[config.mk]
export PLATFORM = sky130hd
export DESIGN_NAME = utf8_to_utf16_transcoder
export DESIGN_NICKNAME = d
export VERILOG_FILES = /design/src/hdl/u8u16_pkg.sv /design/src/hdl/utf8_to_utf16_transcoder.sv /design/src/hdl/u8u16_decode.sv /design/src/hdl/u8u16_queue.sv
export SDC_FILE = /design/constraint.sdc
export NUM_CORES = 1
export LEC_CHECK = 0
export ABC_CLOCK_PERIOD_IN_PS = 7200
export BUFFER_PORTS_ARGS = -buffer_cell sky130_fd_sc_hd__buf_2
export CORE_UTILIZATION = 45
export CTS_BUF_LIST = sky130_fd_sc_hd__clkbuf_16
export DETAILED_ROUTE_END_ITERATION = 12
export GPL_TIMING_DRIVEN = 0
export PLACE_DENSITY_LB_ADDON = 0.1
export SETUP_SLACK_MARGIN = 0.4
export SYNTH_ARGS = -nofsm -noshare
export SYNTH_HDL_FRONTEND = slang
export SYNTH_SLANG_ARGS = --single-unit
[constraint.sdc]
create_clock -name clk -period 7.2 [get_ports clk]
set_input_delay 0 -clock clk [delete_from_list [all_inputs] [get_ports clk]]
set_output_delay 0 -clock clk [all_outputs]
set_load 0.05 [all_outputs]
[src/hdl/u8u16_pkg.sv]
// Package for the UTF-8 to UTF-16 transcoder: result types and code constants.
// Used by the decoder, the result queue and the top level; depends on nothing.
package u8u16_pkg;

  localparam int unsigned RES_DEPTH_DEF = 4;

  localparam logic [7:0]  ASCII_LIMIT   = 8'h80;
  localparam logic [7:0]  LEAD_LOW      = 8'hC0;
  localparam logic [7:0]  LEAD_HIGH     = 8'hFD;
  localparam logic [7:0]  LEAD2_LIMIT   = 8'hE0;
  localparam logic [7:0]  LEAD3_LIMIT   = 8'hF0;
  localparam logic [7:0]  LEAD4_LIMIT   = 8'hF8;
  localparam logic [1:0]  CONT_TAG      = 2'b10;

  localparam logic [15:0] HIGH_SURR_BASE = 16'hD800;
  localparam logic [15:0] LOW_SURR_BASE  = 16'hDC00;
  localparam logic [20:0] BMP_MAX        = 21'h00FFFF;
  localparam logic [20:0] POINT_MAX      = 21'h10FFFF;
  localparam logic [20:0] SUPP_OFFSET    = 21'h010000;

  typedef struct packed {
    logic [15:0] code_unit;
    logic        is_error;
    logic        last_of_run;
  } result_t;

  typedef struct packed {
    logic [1:0] count;
    result_t    first;
    result_t    second;
  } result_pair_t;

endpackage

[src/hdl/utf8_to_utf16_transcoder.sv]
// A byte accepted at the input waits in the input register until the result queue has
// room, then its results are pushed into the queue, whose head drives the output.
// Throughput: one byte per cycle while each byte gives at most one result and the queue
// has room; two results from one byte take two transfers on the one-result-a-cycle port.
// Reset clears the sequence state, the input register's full flag and the result queue.
// Top level of the UTF-8 to UTF-16 transcoder; depends on u8u16_pkg,
// u8u16_decode and u8u16_queue.
module utf8_to_utf16_transcoder #(
  parameter int unsigned RES_DEPTH = u8u16_pkg::RES_DEPTH_DEF
) (
  input  logic        clk,
  input  logic        rst,
  input  logic        in_valid,
  output logic        in_ready,
  input  logic [7:0]  in_byte,
  output logic        out_valid,
  input  logic        out_ready,
  output logic [15:0] code_unit,
  output logic        is_error,
  output logic        last_of_run
);
  import u8u16_pkg::*;

  logic         in_full;
  logic [7:0]   byte_q;
  logic         room;
  logic         advance;
  result_pair_t pair;
  result_t      head;

  assign advance  = in_full && room;
  assign in_ready = !in_full || room;

  always_ff @(posedge clk) begin
    if (in_valid && in_ready) begin
      byte_q <= in_byte;
    end
  end

  always_ff @(posedge clk) begin
    if (rst) begin
      in_full <= 1'b0;
    end else begin
      in_full <= (in_valid && in_ready) || (in_full && !advance);
    end
  end

  u8u16_decode u_decode (
    .clk    (clk),
    .rst    (rst),
    .step   (advance),
    .byte_q (byte_q),
    .pair   (pair)
  );

  u8u16_queue #(
    .DEPTH (RES_DEPTH)
  ) u_queue (
    .clk       (clk),
    .rst       (rst),
    .push      (advance),
    .pair      (pair),
    .room      (room),
    .out_valid (out_valid),
    .out_ready (out_ready),
    .head      (head)
  );

  assign code_unit   = head.code_unit;
  assign is_error    = head.is_error;
  assign last_of_run = head.last_of_run;

endmodule

[src/hdl/u8u16_decode.sv]
// Decoder of the transcoder: holds the sequence state and turns one byte into
// up to two results. Depends on u8u16_pkg.
module u8u16_decode (
  input  logic                    clk,
  input  logic                    rst,
  input  logic                    step,
  input  logic [7:0]              byte_q,
  output u8u16_pkg::result_pair_t pair
);
  import u8u16_pkg::*;

  typedef struct packed {
    logic       has;
    result_t    res;
    logic [1:0] pend;
    logic [20:0] point;
  } lead_t;

  logic [1:0]  bytes_pending;
  logic [1:0]  bytes_pending_next;
  logic [20:0] partial_point;
  logic [20:0] partial_point_next;
  logic [20:0] shifted;
  logic [1:0]  pend_dec;
  logic [20:0] supp;
  lead_t       lead;

  function automatic lead_t take_lead(input logic [7:0] b);
    lead_t l;
    l = '0;
    if (b < ASCII_LIMIT) begin
      l.has = 1'b1;
      l.res.code_unit = {8'h00, b};
    end else if (b < LEAD_LOW || b > LEAD_HIGH || b >= LEAD4_LIMIT) begin
      l.has = 1'b1;
      l.res.is_error = 1'b1;
    end else if (b < LEAD2_LIMIT) begin
      l.pend = 2'd1;
      l.point = {16'h0000, b[4:0]};
    end else if (b < LEAD3_LIMIT) begin
      l.pend = 2'd2;
      l.point = {17'h00000, b[3:0]};
    end else begin
      l.pend = 2'd3;
      l.point = {18'h00000, b[2:0]};
    end
    return l;
  endfunction

  assign shifted  = {partial_point[14:0], byte_q[5:0]};
  assign pend_dec = bytes_pending - 2'd1;
  assign supp     = shifted - SUPP_OFFSET;
  assign lead     = take_lead(byte_q);

  always_comb begin
    pair = '0;
    bytes_pending_next = bytes_pending;
    partial_point_next = partial_point;
    if (bytes_pending != 2'd0) begin
      if (byte_q[7:6] == CONT_TAG) begin
        bytes_pending_next = pend_dec;
        partial_point_next = shifted;
        if (pend_dec == 2'd0) begin
          partial_point_next = '0;
          if (shifted <= BMP_MAX) begin
            pair.count = 2'd1;
            pair.first.code_unit = shifted[15:0];
          end else if (shifted <= POINT_MAX) begin
            pair.count = 2'd2;
            pair.first.code_unit = HIGH_SURR_BASE + {6'b000000, supp[19:10]};
            pair.second.code_unit = LOW_SURR_BASE + {6'b000000, shifted[9:0]};
          end else begin
            pair.count = 2'd1;
            pair.first.is_error = 1'b1;
          end
        end
      end else begin
        pair.first.is_error = 1'b1;
        bytes_pending_next = lead.pend;
        partial_point_next = lead.point;
        if (lead.has) begin
          pair.count = 2'd2;
          pair.second = lead.res;
        end else begin
          pair.count = 2'd1;
        end
      end
    end else begin
      bytes_pending_next = lead.pend;
      partial_point_next = lead.point;
      if (lead.has) begin
        pair.count = 2'd1;
        pair.first = lead.res;
      end
    end
    if (pair.count == 2'd1) begin
      pair.first.last_of_run = 1'b1;
    end
    if (pair.count == 2'd2) begin
      pair.second.last_of_run = 1'b1;
    end
  end

  always_ff @(posedge clk) begin
    if (rst) begin
      bytes_pending <= '0;
      partial_point <= '0;
    end else if (step) begin
      bytes_pending <= bytes_pending_next;
      partial_point <= partial_point_next;
    end
  end

endmodule

[src/hdl/u8u16_queue.sv]
// Result queue of the transcoder: takes up to two results per cycle and hands
// one per transfer to the output channel. Depends on u8u16_pkg.
module u8u16_queue #(
  parameter int unsigned DEPTH = u8u16_pkg::RES_DEPTH_DEF
) (
  input  logic                    clk,
  input  logic                    rst,
  input  logic                    push,
  input  u8u16_pkg::result_pair_t pair,
  output logic                    room,
  output logic                    out_valid,
  input  logic                    out_ready,
  output u8u16_pkg::result_t      head
);
  import u8u16_pkg::*;

  localparam int unsigned PTR_W = (DEPTH > 1) ? $clog2(DEPTH) : 1;
  localparam int unsigned CNT_W = $clog2(DEPTH + 1);
  localparam logic [PTR_W-1:0] LAST_PTR = PTR_W'(DEPTH - 1);

  result_t            slots [DEPTH];
  logic [PTR_W-1:0]   wr_ptr;
  logic [PTR_W-1:0]   wr_ptr_next;
  logic [PTR_W-1:0]   wr_ptr_1;
  logic [PTR_W-1:0]   wr_ptr_2;
  logic [PTR_W-1:0]   rd_ptr;
  logic [PTR_W-1:0]   rd_ptr_1;
  logic [CNT_W-1:0]   count;
  logic [CNT_W-1:0]   count_next;
  logic [1:0]         push_n;
  logic               pop;

  assign wr_ptr_1 = (wr_ptr == LAST_PTR) ? '0 : wr_ptr + 1'b1;
  assign wr_ptr_2 = (wr_ptr_1 == LAST_PTR) ? '0 : wr_ptr_1 + 1'b1;
  assign rd_ptr_1 = (rd_ptr == LAST_PTR) ? '0 : rd_ptr + 1'b1;

  assign push_n    = push ? pair.count : 2'd0;
  assign pop       = out_valid && out_ready;
  assign out_valid = (count != '0);
  assign head      = slots[rd_ptr];
  assign room      = (count <= CNT_W'(DEPTH - 2));

  always_comb begin
    count_next = count + CNT_W'(push_n) - CNT_W'(pop);
    case (push_n)
      2'd1:    wr_ptr_next = wr_ptr_1;
      2'd2:    wr_ptr_next = wr_ptr_2;
      default: wr_ptr_next = wr_ptr;
    endcase
  end

  always_ff @(posedge clk) begin
    if (push_n != 2'd0) begin
      slots[wr_ptr] <= pair.first;
    end
    if (push_n == 2'd2) begin
      slots[wr_ptr_1] <= pair.second;
    end
  end

  always_ff @(posedge clk) begin
    if (rst) begin
      wr_ptr <= '0;
      rd_ptr <= '0;
      count  <= '0;
    end else begin
      wr_ptr <= wr_ptr_next;
      count  <= count_next;
      if (pop) begin
        rd_ptr <= rd_ptr_1;
      end
    end
  end

endmodule

## After elaboration in Yosys (flattened, before gate mapping)

Memory sizes are Yosys's and may differ from the RTL's. A register that Yosys moved wholly into a read port is not among the register bits.
Index checks and enable logic that the tools add are counted.

| storage, ports and cells | value |
|---|---|
| register bits after elaboration | 33 |
| bits in latches | 0 |
| RAM bits | 72 |
| memory bits (read-only) | 0 |
| word-level logic and storage cells | 95 |
| memories kept | 1 |

| cells by class | value |
|---|---|
| add/sub/neg operators | 9 |
| multipliers | 0 |
| divide/modulo/power cells | 0 |
| $lt $le $gt $ge | 9 |
| eq/ne operators | 8 |
| shift operators | 0 |
| multiplexer cells | 46 |
| bitwise gates (word level) | 0 |
| reductions and logical operators | 15 |

Memories:

| name | depth | width | read ports | clocked after memory_dff | write ports | RTL line | RTL |
|---|---|---|---|---|---|---|---|
| u_queue.slots | 4 | 18 | 1 | 1 | 2 | u8u16_queue.sv:21 | `result_t slots [DEPTH];` |

Operators by type and width:

| kind | number |
|---|---|
| $mux 16 | 6 |
| $mux 23 | 3 |
| $mux 19 | 3 |
| $mux 15 | 3 |
| $mux 18 | 2 |
| $add 15x11->16 const A | 2 |
| $lt 8x8->1 const B | 4 |
| $mux 2 | 12 |
| $mux 22 | 1 |
| $le 21x16->1 const B | 1 |
| $le 21x21->1 const B | 1 |
| $sub 20x17->20 const B | 1 |
| $mux 1 | 13 |
| $eq 2x2->1 const B | 6 |
| $mux 10 | 1 |
| $ge 8x8->1 const B | 1 |
| $gt 8x8->1 const B | 1 |
| $mux 8 | 1 |
| $add 2x1->2 const B | 3 |
| $reduce_bool 2->1 | 3 |
| $eq 2x1->1 const B | 2 |
| $logic_and 1x1->1 | 4 |
| $logic_or 1x1->1 | 4 |
| $pmux 2 s2 | 1 |
| 7 further kinds | 8 |

## Logic depth before layout (Yosys ltp)

Gate-level depths: netlist (run 1).

| logic depth | value |
|---|---|
| depth after elaboration | 12 |
| depth in mapped cells | 15 |

## Hierarchy

Synthesis (run 1) repeated with hierarchy kept, for this count alone.

| second synthesis, totals | value |
|---|---|
| cells, all modules | 500 |
| area total of the unflattened synthesis | 6057.1 µm² |

By module, submodules not included:

| module | times used | cells each | area each (µm²) |
|---|---|---|---|
| u8u16_queue | 1 | 240 | 4050.1 |
| u8u16_decode | 1 | 246 | 1704.1 |
| utf8_to_utf16_transcoder | 1 | 14 | 302.8 |

## Worst setup path after synthesis (run 1)

No wires, ideal clock.

| timing | value |
|---|---|
| kind | flip-flop to flip-flop |
| start | register u_decode.partial_point[10] |
| end | memory u_queue.slots[1][2] in the netlist's numbering, data pin |
| arrival time | 3.275 ns |
| required time | 6.943 ns |
| path slack | 3.669 ns |
| cell stages (with the launch flop) | 14 |
| buffers on the path | 2 |
| period minus slack after synthesis | 3.531 ns |
| path through | dfxtp_1 or4_4 xnor2_2 a21oi_2 nor2_2 a21oi_1 or2_1 ha_1 clkbuf_1 nand2_1 nand2b_1 buf_1 o211ai_1 a32o_1 |

RTL lines:

| item | RTL line | RTL |
|---|---|---|
| start, declared | u8u16_decode.sv:21 | `logic [20:0] partial_point;` |
| start signal, assigned | u8u16_decode.sv:110 | `partial_point <= partial_point_next;` |
| end, declared | u8u16_queue.sv:21 |  |

==> impl_metrics.py, run 1 <==
metrics = {
    "yosys": {
        "yosysSeqAreaShare_pct": 52.7,
        "syn_nets": 496,
        "synth-seq-cells": 107,
        "ys.flop_type": "edfxtp_1",
        "synth.area.top_cells": "edfxtp_1 (41%), dfxtp_1 (11%), mux4_2 (7.4%)",
        "synth_top_family_by_area": "compound AO/OA/AOI/OAI gates",
        "synth_top_area_cell": "edfxtp_1",
        "synth-compound-area-share_pct": 18.1,
        "synth-async-reset-ratio_pct": 0,
        "netlist_area_um2": 5510,
        "yosysUniqueCellTypes": 59,
        "synth_edf_count": 76,
        "muxShareOfSynthArea_pct": 8.63,
        "yosys_warnings": 0,
        "avgSynthCellArea_um2": 11.8,
        "synth-xor-area-share_pct": 1.25,
        "post_synth_fa_ha_maj_area_fraction_pct": 3.77,
        "synth_top_area_share_pct": 41.4,
        "synth_simple_gate_area_share_pct": 11.9,
        "synthTopCellsByCount": "edfxtp_1 (76), nor2_1 (46), dfxtp_1 (31)",
        "synth_cells": 468,
        "yosys.cell_count.top_type": "edfxtp_1",
    },
    "grt": {
        "grt-ovfl-total": 0,
        "gr-usage-met3_pct": 4.97,
        "grt_pass1_vias": 3851,
        "use_met1_pct": 31.2,
        "grt_use_met2_pct": 37.0,
        "antenna_found_initial": 0,
        "grt_start_max_net_pins": 18,
        "grt_pass1_wl_um": 21600,
        "track_usage_pct": 23.2,
        "grt_busiest_layer": "met2",
    },
    "route": {
        "routed_wl_um": 14000,
        "drc_errors": 0,
        "first_pass_iters": 5,
        "wl_per_cell_um": 20.9,
        "antenna_left": 0,
        "vias": 4065,
        "drt-initial-drc-count": 345,
        "via_per_inst": 6.06,
    },
    "job": {
        "cap_violations": 0,
    },
    "clock_tree": {
        "clk-insertion-delay-late_ns": 0.36,
        "cts_setup_buffers": 0,
        "cts-root-buf": "clkbuf_16",
        "cts_tree": "done",
        "clkSinkCount": 107,
        "h-tree-depth": 3,
        "clk_pin_slew_ns": 0.07,
        "cts_buffer_depth": 2,
        "cts_buffers": 9,
    },
    "sta": {
        "slew_headroom_pct": 32.2,
        "fin_setup_tns_ns": 0,
        "worst_pin_slew_ns": 1.02,
        "fin_crit_sh_pct": 67.5,
        "slew_violations": 0,
        "max_freq_mhz": 206,
        "finalHoldViolCount": 0,
        "setup_viol": 0,
        "rsz0062_at_grt": "no",
        "fin_crit_ns": 4.86,
        "fin_skew_ns": 0.0123,
    },
    "die": {
        "core_area_um2": 12000,
        "die_x_um": 113,
        "num_io_pins": 32,
        "rows": 40,
        "initial_core_util_pct": 46.1,
        "die_area_um2": 12700,
        "fp.dieH_um": 113,
    },
    "min_path": {
        "hold_path.class": "input port to flop",
    },
    "final_layout": {
        "fin_nets": 547,
        "n_fill_cell": 1055,
        "layout-drive-gt1-share_pct": 19.3,
        "final_cell_area_um2": 6230,
        "diodes": 0,
        "area_delta_synth_final_pct": 13.1,
    },
    "place": {
        "routabilityCongestion": 0.884,
        "numPortBuffers": 30,
        "hpwlAfterDp_um": 9790,
        "placed_area_um2": 5840,
    },
    "setup_path": {
        "cp.required_ns": 7.31,
        "cp.arrival_ns": 4.96,
        "start_kind": "flop",
        "timing_worst_setup_path_type": "flop to flop",
        "crit_path_end_kind": "flop",
        "critPathMaxFanout": 10,
    },
    "power": {
        "power.density_nw_per_um2": 260,
        "ir_drop_v": 0.000199,
        "leakagePower_nw": 2.07,
    },
    "status": {
        "status": "complete, no violations",
    },
}
-- flip-flops by register name (all words and copies together), names as in the netlist, named ones only --
signal,count
u_queue.slots,72
u_decode.partial_point,15
byte_q,8
u_queue.count,3
u_decode.bytes_pending,2
u_queue.rd_ptr,2
u_queue.wr_ptr,2
in_full,1
-- cells by family after synthesis --
family                   Yosys count
AO/OA/AOI/OAI                    138
AND/OR/NAND/NOR                  129
flip-flops                       107
buffers and inverters             47
multiplexers                      24
adder cells (fa/ha/maj)           16
XOR/XNOR                           7
-- report_power, final --
| group | internal (W) | switching [W] |
|---|---|---|
| Sequential | 0.000699 | 0.0000216 |
| Clock | 0.000266 | 0.000213 |
| Combinational | 0.000135 | 0.000284 |
-- worst paths after layout --
path,startpoint,to,slack [ns],depth (start not counted)
max,byte_q[4],u_queue.slots[2][6],2.34,14
min,out_ready,flop,0.03,4
max reg2reg,byte_q[4],u_queue.slots[2][6],2.34,14
min reg2reg,u_queue.slots[2][15],u_queue.slots[2][15],0.47,2
-- critical path, stage by stage (launching register included) --
cell	delay, ns
edfxtp_1	0.32
buf_2	0.24
nand3_2	0.18
or3_4	0.45
nor3_4	0.39
nor2_2	0.09
a21oi_1	0.52
or2_1	0.21
ha_1	0.14
clkbuf_1	0.32
nand2_1	0.32
nand2b_1	0.16
buf_1	0.50
o211ai_1	0.41
a32o_1	0.33
-- layer usage --
metal	up-vias	share of wire [%]
met3	22	5.9
met2	159	47
met1	1969	45
li1	1915	-
met5	-	0
met4	0	2.2
-- final cells by class --
class | count | area (µm²) | share of cell area [%]
Buffer | 31 | 144 | 2.31
Clock inverter | 7 | 60.1 | 0.964
Multi-Input combinational cell | 314 | 2400 | 38.6
Tap cell | 147 | 184 | 2.95
Timing Repair Buffer | 40 | 250 | 4.02
Inverter | 16 | 60.1 | 0.964
Clock buffer | 9 | 225 | 3.62
Sequential cell | 107 | 2900 | 46.6
-- what timing repair did --
action                                 4_1_cts  5_1_grt
endpoints found under the hold margin       10        0
hold buffers                                10        0
gates resized for setup                      0        0
-- stage by stage --
stage | util [%] | power [W] | hold slack, ns | std cells | setup slack, ns
global placement | 48.9 | 0.00115 | 0.176 | 645 | 2.46
CTS | 52.1 | 0.00163 | 0.0234 | 671 | 2.47
floorplan | - | 0.00106 | 0.0989 | 468 | 3.67
global route | 52.1 | 0.00169 | 0.0552 | 671 | 2.14
detailed placement | 48.9 | 0.00115 | 0.178 | 645 | 2.48
finish | 52.1 | 0.00162 | 0.0295 | 671 | 2.34
-- layout by cell type, fill, tap and decap left out, types with 6 or more instances in the layout --
cell	count
clkbuf_1	15
o2bb2ai_1	8
nand2b_1	12
a22o_1	6
nand3_1	8
dfxtp_1	31
edfxtp_1	76
o22ai_1	12
mux4_2	18
clkbuf_16	9
a21oi_1	23
a22oi_1	14
buf_2	40
nor2_1	46
inv_1	17
dlygate4sd3_1	10
nand2_1	25
ha_1	15
a32o_1	22
o21ai_1	29
(Power assumes the default switching activity.)
==> run 2, diff against run 1 <==
Settings changed: ABC_CLOCK_PERIOD_IN_PS 7200 to 4480.
Clock period 7.2 ns to 4.48 ns, I/O delays scaled along.
==> run 2 against run 1 <==
Fmax grew 24%. Global-route usage about the same. Worst hold slack worse by 0.0012 ns. Cell count rose by 0.75%. Final area grew 1.3%. Sequential cell count is the same. Critical path depth is 1 lower. Via count grew 1.3%. Combinational power grew 63%. Register-to-register slack got worse by 1.8 ns. Wire length up 0.49%.
==> impl_metrics.py, run 2 (synthesis results as in run 1) <==
metrics = {
    "route": {
        "wl_per_cell_um": 20.8,
        "drt-initial-drc-count": 347,
        "vias": 4118,
        "via_per_inst": 6.09,
        "first_pass_iters": 5,
        "drc_errors": 0,
        "antenna_left": 0,
        "routed_wl_um": 14100,
    },
    "die": {
        "core_area_um2": 12000,
        "fp.dieH_um": 113,
        "die_area_um2": 12700,
        "num_io_pins": 32,
        "die_x_um": 113,
        "rows": 40,
        "initial_core_util_pct": 46.1,
    },
    "sta": {
        "fin_crit_sh_pct": 87.4,
        "fin_skew_ns": 0.00905,
        "worst_pin_slew_ns": 1.02,
        "finalHoldViolCount": 0,
        "rsz0062_at_grt": "no",
        "slew_violations": 0,
        "holdWs_ns": 0.0283,
        "layout_setup_ws_ns": 0.564,
        "fin_crit_ns": 3.92,
        "setup_viol": 0,
        "slew_headroom_pct": 32.0,
        "max_freq_mhz": 255,
    },
    "power": {
        "switching_share_pct": 32.2,
        "power_w": 0.00261,
        "combPwrFrac_pct": 26.1,
        "power.net_switching_w": 0.000842,
        "intPower_w": 0.00177,
        "power.density_nw_per_um2": 414,
        "share_clk_of_total_power_pct": 29.6,
        "sequentialPowerShare_pct": 44.3,
        "leakagePower_nw": 2.11,
        "ir_drop_v": 0.000320,
    },
    "setup_path": {
        "crit_path_end_kind": "flop",
        "cp_num_buf_inv": 1,
        "cp_cell_sequence": "or4_4 > xnor2_2 > a21oi_2 > or2_4 > a21oi_2 > or2_1 > ha_1 > nand2b_1 > a21oi_2 > nand2_1 > o311ai_4 > buf_4 > a22o_1",
        "critPathMaxFanout": 6,
        "reg2regPathDepth": 13,
        "cp.arrival_ns": 4.14,
        "path_delay_family": "simple AND/OR/NAND/NOR gates",
        "cp.required_ns": 4.71,
        "crit_cells": 13,
        "cp_slowest_cell": "or4_4",
        "start_kind": "flop",
        "timing_worst_setup_path_type": "flop to flop",
        "critical_path.max_stage_delay_ns": 0.60,
        "worst_path_most_repeated_cell": "a21oi_2",
    },
    "clock_tree": {
        "clk_pin_slew_ns": 0.07,
        "cts_buffer_depth": 2,
        "h-tree-depth": 3,
        "clkSinkCount": 107,
        "cts-root-buf": "clkbuf_16",
        "cts_buffers": 9,
        "clk-insertion-delay-late_ns": 0.36,
        "cts_tree": "done",
    },
    "place": {
        "numPortBuffers": 30,
        "routabilityCongestion": 0.884,
        "pre_cts_slack_ns": -0.236,
        "hpwlAfterDp_um": 9790,
        "placed_area_um2": 5840,
    },
    "final_layout": {
        "largest_reg_flops": 72,
        "layout-drive-gt1-share_pct": 22.5,
        "final_cell_area_um2": 6310,
        "reg.largest.list": "u_queue.slots x72, u_decode.partial_point x15, byte_q x8",
        "fin_util_pct": 52.8,
        "mostFrequentLayoutCells": "edfxtp_1 (76), nor2_1 (44), buf_2 (42), dfxtp_1 (31), o21ai_1 (29)",
        "fin_nets": 552,
        "n_fill_cell": 1049,
        "diodes": 0,
        "area_delta_synth_final_pct": 14.6,
        "final_common_cell": "edfxtp_1",
        "largest_register": "u_queue.slots",
    },
    "grt": {
        "grt_pass1_wl_um": 21600,
        "track_usage_pct": 23.2,
        "grt_start_max_net_pins": 18,
        "grt-ovfl-total": 0,
        "grt_pass1_vias": 3875,
        "antenna_found_initial": 0,
    },
    "status": {
        "status": "complete, no violations",
    },
    "min_path": {
        "hold_path.class": "input port to flop",
        "hold_depth": 4,
    },
    "job": {
        "cap_violations": 0,
    },
}
==> run 2: final cells by class <==
type	instances	area (µm²)	area share (%)
inverter	16	60.1	0.951
tap	147	184	2.91
clock inverter	7	60.1	0.951
clock buffer	9	225	3.57
sequential	107	2900	46.0
multi-input combinational	314	2440	38.7
timing repair buffer	45	288	4.56
buffer	31	149	2.36
==> run 2: per-stage QoR <==
step,setup TNS [ns],std cells
2_1_floorplan,0,468
3_3_place_gp,-2.50,645
3_5_place_dp,-2.22,645
4_1_cts,0,671
5_1_grt,0,676
6_report,0,676
==> run 2: power groups by stage <==
stage	Clock, W	Combinational, W	Sequential [W]
detailed placement	0	0.000673	0.00118
finish	0.000775	0.000681	0.00116
CTS	0.000786	0.000685	0.00116
global route	0.000825	0.000731	0.00116
global placement	0	0.000669	0.00118
floorplan	0	0.000531	0.00117
==> run 2: worst reg2reg max path: stages (launching register included) <==
cell	delay (ns)
dfxtp_1	0.37
or4_4	0.60
xnor2_2	0.17
a21oi_2	0.35
or2_4	0.23
a21oi_2	0.12
or2_1	0.30
ha_1	0.24
nand2b_1	0.23
a21oi_2	0.25
nand2_1	0.26
o311ai_4	0.31
buf_4	0.20
a22o_1	0.15
==> run 2: worst paths after layout <==
check,from,endpoint,slack (ns)
min,out_ready,flop,0.03
max reg2reg,u_decode.partial_point[10],u_queue.slots[3][6],0.56
max,u_decode.partial_point[10],u_queue.slots[3][6],0.56
min reg2reg,u_queue.slots[0][15],u_queue.slots[0][15],0.48
==> run 2: what timing repair did <==
| item | 4_1_cts | 5_1_grt |
|---|---|---|
| pin swaps | 0 | 5 |
| gates resized for setup | 10 | 5 |
| setup buffers | 0 | 5 |
| hold buffers | 10 | 0 |
| endpoints found under the hold margin | 10 | 0 |
| endpoints found under the setup margin | 115 | 98 |
==> run 2: layer usage <==
metal	GRT usage (%)	vias up	wire, µm
li1	-	1923	-
met1	31.1	2030	6270
met2	36.5	149	6630
met3	5.24	16	920
met4	9.60	0	259
met5	0	-	0
